==> src/rtl/dtq_pkg.sv <==
// Package for the deadline timer queue: beat types, action and status codes,
// and the command and status bundles between controller and datapath. No dependencies.
`default_nettype none

package dtq_pkg;

   localparam logic [2:0] ACT_ADD    = 3'd0;
   localparam logic [2:0] ACT_DELETE = 3'd1;
   localparam logic [2:0] ACT_EXPIRE = 3'd2;
   localparam logic [2:0] ACT_QUERY  = 3'd3;
   localparam logic [2:0] ACT_CLEAR  = 3'd4;

   localparam logic [2:0] ST_OK        = 3'd0;
   localparam logic [2:0] ST_EXISTS    = 3'd1;
   localparam logic [2:0] ST_NO_REF    = 3'd2;
   localparam logic [2:0] ST_FULL      = 3'd3;
   localparam logic [2:0] ST_NONE_DUE  = 3'd4;
   localparam logic [2:0] ST_EXHAUSTED = 3'd5;

   localparam logic [7:0] IdleReset = 8'd70;
   localparam int MaxResults = 16;
   localparam int ExpWidth = $clog2(MaxResults);

   typedef struct packed {
      logic [2:0]  action;
      logic [31:0] now;
      logic [31:0] delay;
      logic [31:0] ref_number;
      logic [15:0] payload;
   } req_type;

   typedef struct packed {
      logic [2:0]  status;
      logic [31:0] ref_out;
      logic [15:0] payload_out;
      logic [31:0] timeout;
      logic        last;
   } rsp_type;

   typedef struct packed {
      logic load;
      logic rotate;
      logic finish;
      logic pop;
      logic pop_last;
      logic none_due;
   } cmd_type;

   typedef struct packed {
      logic count_zero;
      logic scan_end;
      logic head_due;
      logic next_due;
      logic out_free;
   } stat_type;

endpackage

`default_nettype wire

==> src/rtl/dtq_ctrl.sv <==
// Controller of the deadline timer queue: sequences scan, finish and expire steps.
// Depends on dtq_pkg.
`default_nettype none

module dtq_ctrl (
   input  wire logic             clock,
   input  wire logic             reset,
   input  wire logic             req_valid,
   input  wire logic [2:0]       req_action,
   input  wire dtq_pkg::stat_type stat,
   output dtq_pkg::cmd_type      cmd,
   output logic                  req_stall
);

   typedef enum logic [1:0] {S_IDLE, S_SCAN, S_FINISH, S_EXPIRE} state_type;

   state_type                     state_ff, state_in;
   logic [dtq_pkg::ExpWidth-1:0]  exp_ff, exp_in;
   logic                          stall_ff, stall_in;

   always_comb begin
      state_in = state_ff;
      exp_in = exp_ff;
      cmd = '0;
      case (state_ff)
         S_IDLE: begin
            if (req_valid) begin
               cmd.load = 1'b1;
               exp_in = '0;
               case (req_action)
                  dtq_pkg::ACT_ADD, dtq_pkg::ACT_DELETE: begin
                     state_in = stat.count_zero ? S_FINISH : S_SCAN;
                  end
                  dtq_pkg::ACT_EXPIRE: state_in = S_EXPIRE;
                  dtq_pkg::ACT_QUERY, dtq_pkg::ACT_CLEAR: state_in = S_FINISH;
                  default: state_in = S_IDLE;
               endcase
            end
         end
         S_SCAN: begin
            cmd.rotate = 1'b1;
            if (stat.scan_end) begin
               state_in = S_FINISH;
            end
         end
         S_FINISH: begin
            if (stat.out_free) begin
               cmd.finish = 1'b1;
               state_in = S_IDLE;
            end
         end
         S_EXPIRE: begin
            if (stat.out_free) begin
               if (stat.head_due) begin
                  cmd.pop = 1'b1;
                  cmd.pop_last = (exp_ff == dtq_pkg::ExpWidth'(dtq_pkg::MaxResults - 1))
                                 || !stat.next_due;
                  exp_in = exp_ff + 1'b1;
                  if (cmd.pop_last) begin
                     state_in = S_IDLE;
                  end
               end else begin
                  cmd.none_due = 1'b1;
                  state_in = S_IDLE;
               end
            end
         end
         default: state_in = S_IDLE;
      endcase
      stall_in = (state_in != S_IDLE);
   end

   always_ff @(posedge clock) begin
      if (reset) begin
         state_ff <= S_IDLE;
         exp_ff <= '0;
         stall_ff <= 1'b0;
      end else begin
         state_ff <= state_in;
         exp_ff <= exp_in;
         stall_ff <= stall_in;
      end
   end

   assign req_stall = stall_ff;

endmodule

`default_nettype wire

==> config.mk <==
export PLATFORM = sky130hd
export DESIGN_NAME = dtq_ctrl
export DESIGN_NICKNAME = d
export VERILOG_FILES = /design/src/rtl/dtq_pkg.sv /design/src/rtl/dtq_ctrl.sv
export SDC_FILE = /design/constraint.sdc
export NUM_CORES = 1
export LEC_CHECK = 0
export ABC_CLOCK_PERIOD_IN_PS = 1770
export BUFFER_PORTS_ARGS = -buffer_cell sky130_fd_sc_hd__buf_2
export CORE_AREA = 2 2 39 41
export DETAILED_ROUTE_END_ITERATION = 8
export DIE_AREA = 0 0 41 43
export PLACE_DENSITY = 0.56
export SLEW_MARGIN = 20
export SYNTH_ARGS = -nofsm -noshare
export SYNTH_HDL_FRONTEND = slang
export SYNTH_SLANG_ARGS = --single-unit
==> constraint.sdc <==
create_clock -name clock -period 1.77 [get_ports clock]
set_input_delay 0 -clock clock [delete_from_list [all_inputs] [get_ports clock]]
set_output_delay 0 -clock clock [all_outputs]
set_load 0.005 [all_outputs]
; ---- Word level (Yosys, flattened, before mapping)
; Index checks and enable logic that the tools add are counted.
[totals]
ff_bits = 7
inputBits = 11
output_inout_bits = 7
elab_cells = 46
[classes]
add_sub_neg = 1
n_eq_ne = 11
mux = 22
reduce_logical = 9
[op_table]
columns = cell, n
row1 = 2-to-1 mux 2 bit, 8
row2 = 2-to-1 mux 4 bit, 3
row3 = case mux 2 bit (4 select lines), 1
row4 = case mux 4 bit (2 select lines), 1
row5 = equality test 3 x 2 -> 1 bit (second input constant), 2
row6 = 2-to-1 mux 1 bit, 6
row7 = 2-to-1 mux 3 bit, 2
row8 = inequality test 2 bit (second input constant), 3
row9 = case mux 2 bit (3 select lines), 1
row10 = adder 4 x 1 -> 4 bit (second input constant), 1
row11 = equality test 2 bit (second input constant), 2
row12 = equality test 4 bit (second input constant), 1
row13 = AND reduction 4 bit, 1
row14 = nonzero test 2 bit, 2
row15 = OR reduction 2 bit, 2
row16 = equality test 3 x 1 -> 1 bit (second input constant), 1
row17 = equality test 3 bit (second input constant), 1
row18 = zero test 3 bit, 1
row19 = equality test 2 x 1 -> 1 bit (second input constant), 1
row20 = zero test 2 bit, 1
row21 = zero test 1 bit, 1
row22 = logical OR 1 bit, 1

; ---- Depth between registers and ports, before layout
; Gate-level depths: netlist (run 1).
[logic_depth]
depth_word = 7
ltp_mapped = 6

; ---- Worst setup path before layout (run 1)
; Ideal clock, no wire load.
[synth_path]
path_type = reg2reg
start = register exp_ff[0] (netlist name)
end = register stall_ff, in the netlist req_stall
setup_time_ns = 0.132
arrival_time_ns = 1.117
required_time_ns = 1.638
path_slack_ns = 0.521
stages_incl_launch_ff = 6
path_buffers = 0
synth_period_minus_slack_ns = 1.249
cell_sequence = dfxtp_1 ha_1 nand3_1 and3_1 a221oi_1 a21oi_1
[synth_via]
elab_chain_cells = 7
[synth_rtl]
columns = element, line
row1 = from (decl), dtq_ctrl.sv:18  ; logic [dtq_pkg::ExpWidth-1:0] exp_ff, exp_in;
row2 = from (signal assigned), dtq_ctrl.sv:80  ; exp_ff <= exp_in;
row3 = equality test 4 bit, dtq_ctrl.sv:56  ; cmd.pop_last = (exp_ff == dtq_pkg::ExpWidth'(dtq_pkg::MaxResults - 1))
row4 = logical OR 1 bit, dtq_ctrl.sv:57  ; || !stat.next_due;
row5 = 2-to-1 mux 2 bit, dtq_ctrl.sv:59  ; if (cmd.pop_last) begin
row6 = 2-to-1 mux 2 bit, dtq_ctrl.sv:54  ; if (stat.head_due) begin
row7 = 2-to-1 mux 2 bit, dtq_ctrl.sv:53  ; if (stat.out_free) begin
row8 = case mux 2 bit (4 select lines), dtq_ctrl.sv:25  ; case (state_ff)
row9 = nonzero test 2 bit, dtq_ctrl.sv:70  ; stall_in = (state_in != S_IDLE);
row10 = to (signal assigned), dtq_ctrl.sv:81  ; stall_ff <= stall_in;
row11 = to (decl), dtq_ctrl.sv:19  ; logic stall_ff, stall_in;
; Every way passes these cells.
; A chain may end at the register's enable or synchronous reset.

; ---- Worst setup path in the final report (run 1)
; Same ends and word-level chain as after synthesis.

==> results of run 1 <==
## logic make-up after synthesis
| logic type | synth area share, % |
|---|---|
| AO/OA/AOI/OAI | 16.45 |
| XOR/XNOR | 4.517 |
| adder cells (fa/ha/maj) | 3.225 |
| buffers and inverters | 3.870 |
| flip-flops | 36.13 |
| multiplexers | 2.581 |
| AND/OR/NAND/NOR | 33.23 |
## Yosys cell counts (all sizes together)
| master | n |
|---|---|
| nor2b | 2 |
| xor2 | 2 |
| nand4 | 2 |
| nor3 | 3 |
| inv | 1 |
| a22oi | 1 |
| nand3 | 1 |
| o311a | 1 |
| ha | 1 |
| dfxtp | 7 |
| nor2 | 7 |
| o21ai | 1 |
| nor3b | 2 |
| buf | 1 |
| nand2 | 2 |
| a21oi | 5 |
| a221oi | 1 |
| and3 | 2 |
| a211oi | 1 |
| mux2i | 1 |
## power breakdown
group / internal, mW / total, mW / switching [mW]
Combinational: 0.0291 / 0.0572 / 0.0281
Sequential: 0.165 / 0.175 / 0.0104
Clock: 0.0858 / 0.141 / 0.0550
Total: 0.280 / 0.373 / 0.0935
## metrics by stage
step / utilization (%) / power, mW / instances / cell area [sq um] / setup WS (ns)
floorplan: - / 0.2114 / 44 / 387.9 / 0.5207
global placement: 34.81 / 0.2373 / 76 / 481.7 / 0.4660
detailed placement: 34.81 / 0.2366 / 76 / 481.7 / 0.4022
CTS: 36.71 / 0.3859 / 80 / 508.0 / 0.3839
global route: 36.71 / 0.4024 / 80 / 508.0 / 0.2483
finish: 36.71 / 0.3731 / 80 / 508.0 / 0.3958
## registers in the layout, indices dropped and copies added (netlist names)
signal     flops
state_ff       2
req_stall      1
exp_ff         4
## worst paths after layout
check             cells past startpoint        end      start  slack, ns
setup / recovery                      5  req_stall  exp_ff[0]       0.40
hold / removal                        2  exp_ff[0]      reset      0.008
setup reg to reg                      5  req_stall  exp_ff[0]       0.40
hold reg to reg                       2  exp_ff[0]  exp_ff[0]       0.55
## worst max-delay path, cell delays in order, from the launching register on
cell	delay [ns]
dfxtp_1	0.36
ha_1	0.18
nand3_1	0.09
and3_1	0.20
a221oi_1	0.30
a21oi_1	0.11
## routing by layer
| layer | up-vias | global-route usage [%] | wire length (um) |
|---|---|---|---|
| li1 | 201 | - | - |
| met1 | 158 | 13.07 | 379 |
| met2 | 13 | 14.69 | 348 |
| met3 | 0 | 4.712 | 59 |
| met4 | 0 | 8.000 | 0 |
| met5 | - | 0 | 0 |
## cell type report
class                      count  area share (%)
tap                           16           3.941
multi-input combinational     35           45.81
inverter                       1          0.7389
sequential                     7           27.59
clock buffer                   4           5.172
timing repair buffer          17           16.75
==> results.py, run 1 <==
metrics = {
    "run": {
        "max_cap_violations": 0,
    },
    "grt": {
        "grtUsageTotal_pct": 10.90,
        "grt_pass1_vias": 326,
        "antenna_found_initial": 0,
        "grt_max_degree": 9,
        "overflow": 0,
        "grt_pass1_wl_um": 1262,
    },
    "placed_design": {
        "dp_hpwl_um": 642.8,
        "gp_congestion": 0.6628,
        "portBuffers": 17,
    },
    "synthesis": {
        "yosysTopAreaCellShare_pct": 36.13,
        "synth_cell_type_count": 23,
        "synth.cell_area_sq_um": 387.9,
        "postSynthCellCount": 44,
        "ys_seq_elements": 7,
        "syn_nets": 56,
        "netlist_top_cells_area": "dfxtp_1, nor2_1, a21oi_1",
        "ys_seq_area_share_pct": 36.13,
        "yosysWarnings": 0,
        "yosys.area.top_type": "dfxtp_1",
        "postSynthAreaPerCell_sq_um": 8.815,
    },
    "critical_path": {
        "worstPathRequired_ns": 1.89,
        "crit_type": "reg -> reg",
        "endpoint_kind": "register",
        "path_max_fanout": 4,
        "arrival_ns": 1.49,
        "start_kind": "register",
    },
    "cells_and_area": {
        "drive_above_1_share_pct": 37.50,
        "multi_input_area_sq_um": 232.7,
        "layout_common_cells": "buf_2, nor2_1, dfxtp_1, a21oi_1, clkbuf_4",
        "n_antenna_cell": 0,
        "nFillCells": 152,
        "syn_to_final_growth_pct": 30.97,
        "ff_latch_area_sq_um": 140.1,
        "final_common_cell": "buf_2",
        "fin_nets": 77,
    },
    "detailed_routing": {
        "firstDrtPassIters": 2,
        "wl_per_cell_um": 9.850,
        "drt-initial-drc-count": 7,
        "num_vias": 372,
        "post_drt_via_cell_ratio": 4.650,
        "antenna_left": 0,
        "drc_errors": 0,
        "finalWirelength_um": 788,
    },
    "power": {
        "irDropWorstVdd_uv": 396.7,
        "cellPowerDensity_nw_per_um2": 734.5,
        "power_leakage_nw": 0.2437,
    },
    "min_path": {
        "min_path_type": "in -> reg",
    },
    "die": {
        "fp.dieH_um": 43,
        "core_area_sq_um": 1384,
        "start_util_pct": 28.03,
        "dieArea_sq_um": 1763,
        "dieWidth_um": 41,
        "rows": 14,
        "io_pins": 18,
    },
    "clock_network": {
        "cts_setup_buffers": 0,
        "cts_root_buf": "clkbuf_4",
        "clock_path_buffers": 2,
        "cts_tree": "yes",
        "cts_num_sinks": 7,
        "cts_resized": 0,
        "clk_pin_slew_ns": 0.05,
        "clk-insertion-delay-late_ns": 0.25,
        "ctsHtreeMaxLevel": 1,
        "hold_buffers": 0,
        "cts_buffers": 3,
    },
    "sta": {
        "layout_min_cycle_time_ns": 1.374,
        "setup_tns_ns": 0,
        "slew_headroom_pct": 77.20,
        "slew_violations": 0,
        "finClkSkew_ns": 0.005517,
        "whs_ns": 0.008149,
        "fin_crit_sh_pct": 77.64,
        "finalHoldViolations": 0,
        "setup_viol": 0,
        "max_freq_mhz": 727.7,
        "tightest_slew_ns": 0.3415,
        "rsz0062_at_grt": "false",
    },
    "status": {
        "outcome": "completed",
    },
}
Note: power is estimated with default switching activity, not from simulation.
==> inputs of run 2 (changes only) <==
--- a/config.mk
+++ b/config.mk
@@ -5,7 +5,7 @@
 export SDC_FILE = /design/constraint.sdc
 export NUM_CORES = 1
 export LEC_CHECK = 0
-export ABC_CLOCK_PERIOD_IN_PS = 1770
+export ABC_CLOCK_PERIOD_IN_PS = 1400
 export BUFFER_PORTS_ARGS = -buffer_cell sky130_fd_sc_hd__buf_2
 export CORE_AREA = 2 2 39 41
 export DETAILED_ROUTE_END_ITERATION = 8
==> constraint.sdc (replaced) <==
create_clock -name clock -period 1.4 [get_ports clock]
set_input_delay 0 -clock clock [delete_from_list [all_inputs] [get_ports clock]]
set_output_delay 0 -clock clock [all_outputs]
set_load 0.005 [all_outputs]
==> run 2 against run 1 <==
Effect of this change: non-clock buffer count unchanged; sequential power increased by 27%; core utilization increased by 0.99 points; critical endpoint unchanged; highest routed layer unchanged.
==> results.py, run 2 (synthesis results as in run 1) <==
metrics = {
    "clock_network": {
        "clk-insertion-delay-late_ns": 0.25,
        "cts_num_sinks": 7,
        "clock_path_buffers": 2,
        "ctsHtreeMaxLevel": 1,
        "cts_buffers": 3,
        "cts_tree": "yes",
        "clk_pin_slew_ns": 0.05,
        "cts_root_buf": "clkbuf_4",
    },
    "sta": {
        "rsz0062_at_grt": "false",
        "layout_min_cycle_time_ns": 1.264,
        "setup_tns_ns": 0,
        "slew_headroom_pct": 77.57,
        "setup_ws_ns": 0.1356,
        "max_freq_mhz": 790.9,
        "setup_viol": 0,
        "slew_violations": 0,
        "fin_crit_sh_pct": 90.31,
        "finalHoldViolations": 0,
        "whs_ns": 0.01109,
        "tightest_slew_ns": 0.3361,
        "finClkSkew_ns": 0.004993,
    },
    "cells_and_area": {
        "n_antenna_cell": 0,
        "layout_common_cells": "buf_2, nor2_1, a21oi_1, dfxtp_1, clkbuf_4",
        "drive_above_1_share_pct": 43.75,
        "fin_util_pct": 37.70,
        "final_cell_count_no_fill": 80,
        "final_common_cell": "buf_2",
        "finalInstanceArea_sq_um": 521.8,
        "fin_nets": 77,
        "top_register": "exp_ff",
        "largest_reg_flops": 4,
        "syn_to_final_growth_pct": 34.52,
    },
    "placed_design": {
        "portBuffers": 17,
        "place_area_sq_um": 481.7,
        "gp_congestion": 0.6530,
        "post-place-cells": 76,
        "dpl_worst_slack_ns": 0.02125,
        "dp_hpwl_um": 628.5,
    },
    "critical_path": {
        "endpoint_kind": "register",
        "path_max_fanout": 3,
        "crit_type": "reg -> reg",
        "arrival_ns": 1.39,
        "cp_cell_sequence": "ha_1 -> nand3_1 -> and3_1 -> nor3_2 -> a21oi_1",
        "worstPathRequired_ns": 1.53,
        "ff2ff_path_depth": 5,
        "slowest_stage": "dfxtp_1",
        "max_stage_delay_ns": 0.35,
        "start_kind": "register",
    },
    "die": {
        "dieArea_sq_um": 1763,
        "core_area_sq_um": 1384,
        "start_util_pct": 28.03,
        "fp.dieH_um": 43,
        "dieWidth_um": 41,
        "io_pins": 18,
        "rows": 14,
    },
    "detailed_routing": {
        "drc_errors": 0,
        "antenna_left": 0,
        "firstDrtPassIters": 4,
        "finalWirelength_um": 830,
        "wl_per_cell_um": 10.38,
        "num_vias": 383,
        "drt-initial-drc-count": 7,
        "post_drt_via_cell_ratio": 4.788,
    },
    "power": {
        "irDropWorstVdd_uv": 331.9,
        "cellPowerDensity_nw_per_um2": 920.6,
        "finalPower_uw": 480.3,
        "power_leakage_nw": 0.2483,
    },
    "grt": {
        "grt_pass1_wl_um": 1317,
        "grt_pass1_vias": 338,
        "grtUsageTotal_pct": 11.24,
        "antenna_found_initial": 0,
        "overflow": 0,
        "grt_max_degree": 9,
    },
    "min_path": {
        "min_path_type": "in -> reg",
        "whs_path_depth": 2,
    },
    "run": {
        "max_cap_violations": 0,
    },
    "status": {
        "outcome": "completed",
    },
}
## run 2: cell count changes in the layout (fill, tap and decap cells not counted)
cell and change:
dfxtp_1 -2, nor3_2 +1, a221oi_2 +1, a221oi_1 -1, nor3_1 -1, dfxtp_2 +2
## run 2: worst max-delay path: cells and delay by family (launching register included)
family	cells	cell delay [ns]
compound gates	1	0.08
flops	1	0.35
simple gates	3	0.53
fa+ha+maj	1	0.17
## run 2: repair_timing
item                                    4_1_cts  5_1_grt
hold buffers                                  0        0
resized for setup                             0        4
endpoints found under the setup margin        0        4
setup buffers                                 0        0
## run 2: final cells by class
type	count	area [sq um]
tap	16	20.02
sequential	7	142.6
multi-input combinational	35	244.0
fill	140	862.1
inverter	1	3.754
clock buffer	4	26.28
timing repair buffer	17	85.08
## run 2: routing by layer
metal	GRT usage, %	vias up	wire length, um
met4	8.000	0	0
met3	4.712	0	80
met2	15.31	17	369
met1	13.50	164	380
met5	0	-	0
li1	-	202	-
## run 2: power breakdown
group / internal (mW) / switching (mW)
combinational: 0.0389 / 0.0387
sequential: 0.209 / 0.0135
clock: 0.109 / 0.0716
total: 0.357 / 0.124
## run 2: path summary, 6_finish.rpt
kind / startpoint / to / slack (ns)
setup / recovery: exp_ff[1] / req_stall / 0.14
hold / removal: reset / exp_ff[0] / 0.01
setup reg to reg: exp_ff[1] / req_stall / 0.14
hold reg to reg: exp_ff[0] / exp_ff[0] / 0.53
==> inputs of run 3 (changes only) <==
--- a/config.mk
+++ b/config.mk
@@ -10,6 +10,7 @@
 export CORE_AREA = 2 2 39 41
 export DETAILED_ROUTE_END_ITERATION = 8
 export DIE_AREA = 0 0 41 43
+export MAX_ROUTING_LAYER = met4
 export PLACE_DENSITY = 0.56
 export SLEW_MARGIN = 20
 export SYNTH_ARGS = -nofsm -noshare
==> run 3 against run 2 <==
Effect of this change: hold slack is the same; register-to-register slack is essentially flat; count of clock-buffer cells in the layout is the same; maximum frequency is essentially flat; sequential cell count is the same; via count grew 1.0%; critical path type unchanged; clock skew is the same; clock power is essentially flat; global-route usage grew 0.28 points; critical path depth is the same.
==> results.py, run 3 (synthesis results as in run 1) <==
metrics = {
    "clock_network": {
        "cts_buffers": 3,
        "clk-insertion-delay-late_ns": 0.25,
        "clock_path_buffers": 2,
        "cts_resized": 0,
        "cts_tree": "yes",
        "cts_setup_buffers": 0,
        "ctsHtreeMaxLevel": 1,
        "cts_num_sinks": 7,
        "cts_root_buf": "clkbuf_4",
        "clk_pin_slew_ns": 0.05,
        "hold_buffers": 0,
    },
    "cells_and_area": {
        "drive_above_1_share_pct": 43.75,
        "n_antenna_cell": 0,
        "final_common_cell": "buf_2",
        "largest_reg_flops": 4,
        "fin_nets": 77,
        "top_register": "exp_ff",
        "layout_common_cells": "buf_2, nor2_1, a21oi_1, dfxtp_1, clkbuf_4",
        "syn_to_final_growth_pct": 34.52,
    },
    "grt": {
        "grt_max_degree": 9,
        "grtUsageTotal_pct": 11.52,
        "overflow": 0,
        "antenna_found_initial": 0,
        "grt_pass1_vias": 338,
        "grt_pass1_wl_um": 1317,
    },
    "detailed_routing": {
        "firstDrtPassIters": 4,
        "drt-initial-drc-count": 7,
        "post_drt_via_cell_ratio": 4.838,
        "wl_per_cell_um": 10.35,
        "antenna_left": 0,
        "drc_errors": 0,
        "num_vias": 387,
        "finalWirelength_um": 828,
    },
    "placed_design": {
        "dp_hpwl_um": 628.5,
        "portBuffers": 17,
        "gp_congestion": 0.6589,
    },
    "power": {
        "p_sw_uw": 123.7,
        "switching_share_pct": 25.76,
        "cellPowerDensity_nw_per_um2": 920.4,
        "p_seq_share_pct": 46.3,
        "p_int_uw": 356.5,
        "power_leakage_nw": 0.2483,
        "irDropWorstVdd_uv": 331.9,
        "p_comb_share_pct": 16.1,
        "clock_power_share_pct": 37.5,
    },
    "critical_path": {
        "crit_type": "reg -> reg",
        "start_kind": "register",
        "arrival_ns": 1.39,
        "max_stage_delay_ns": 0.35,
        "cp_top_family": "simple AND/OR/NAND/NOR gates",
        "cp_num_buf_inv": 0,
        "worstPathRequired_ns": 1.53,
        "endpoint_kind": "register",
        "rrSetupSlack_ns": 0.14,
        "path_max_fanout": 3,
        "cp_cell_sequence": "ha_1 -> nand3_1 -> and3_1 -> nor3_2 -> a21oi_1",
        "slowest_stage": "dfxtp_1",
    },
    "die": {
        "io_pins": 18,
        "fp.dieH_um": 43,
        "dieWidth_um": 41,
        "core_area_sq_um": 1384,
        "dieArea_sq_um": 1763,
        "start_util_pct": 28.03,
        "rows": 14,
    },
    "sta": {
        "finalHoldViolations": 0,
        "tightest_slew_ns": 0.3369,
        "slew_violations": 0,
        "finClkSkew_ns": 0.004993,
        "layout_min_cycle_time_ns": 1.264,
        "rsz0062_at_grt": "false",
        "setup_tns_ns": 0,
        "max_freq_mhz": 790.9,
        "setup_viol": 0,
        "whs_ns": 0.01109,
        "fin_crit_sh_pct": 90.31,
        "slew_headroom_pct": 77.52,
    },
    "status": {
        "outcome": "completed",
    },
    "run": {
        "max_cap_violations": 0,
    },
    "min_path": {
        "min_path_type": "in -> reg",
    },
}
==> run 3: final timing paths <==
check,start,end,cells past startpoint
max,exp_ff[1],req_stall,5
min,reset,exp_ff[0],2
max reg2reg,exp_ff[1],req_stall,5
min reg2reg,exp_ff[0],exp_ff[0],2
==> run 3: area by class of cell <==
| class | count | area (sq um) |
|---|---|---|
| well taps | 16 | 20.02 |
| repair buffers | 17 | 85.08 |
| multi-input cells | 35 | 244.0 |
| inverters | 1 | 3.754 |
| flip-flops and latches | 7 | 142.6 |
| clock buffers | 4 | 26.28 |
| fillers | 140 | 862.1 |
==> run 3: through the flow <==
stage	total power, mW	area [sq um]	util [%]	instances	setup WS (ns)
after floorplan	0.2672	387.9	-	44	0.1507
after global placement	0.2999	481.7	34.81	76	0.09622
after detailed placement	0.2988	481.7	34.81	76	0.02125
after CTS	0.4866	508.0	36.71	80	0.0005677
after global routing	0.5141	521.8	37.70	80	0.02368
final	0.4802	521.8	37.70	80	0.1356
==> run 3: metal layers <==
metal	part of all wire, %	track usage (%)
met5	0	-
met4	0	8.000
met1	46	13.50
met2	45	15.31
met3	9.7	4.712
==> run 3: power by group through the flow <==
stage | Sequential [mW] | Combinational, mW | Clock (mW)
2_1_floorplan | 0.218 | 0.0494 | 0
3_3_place_gp | 0.226 | 0.0738 | 0
3_5_place_dp | 0.226 | 0.0729 | 0
4_1_cts | 0.221 | 0.0734 | 0.192
5_1_grt | 0.223 | 0.0891 | 0.202
6_report | 0.223 | 0.0775 | 0.180
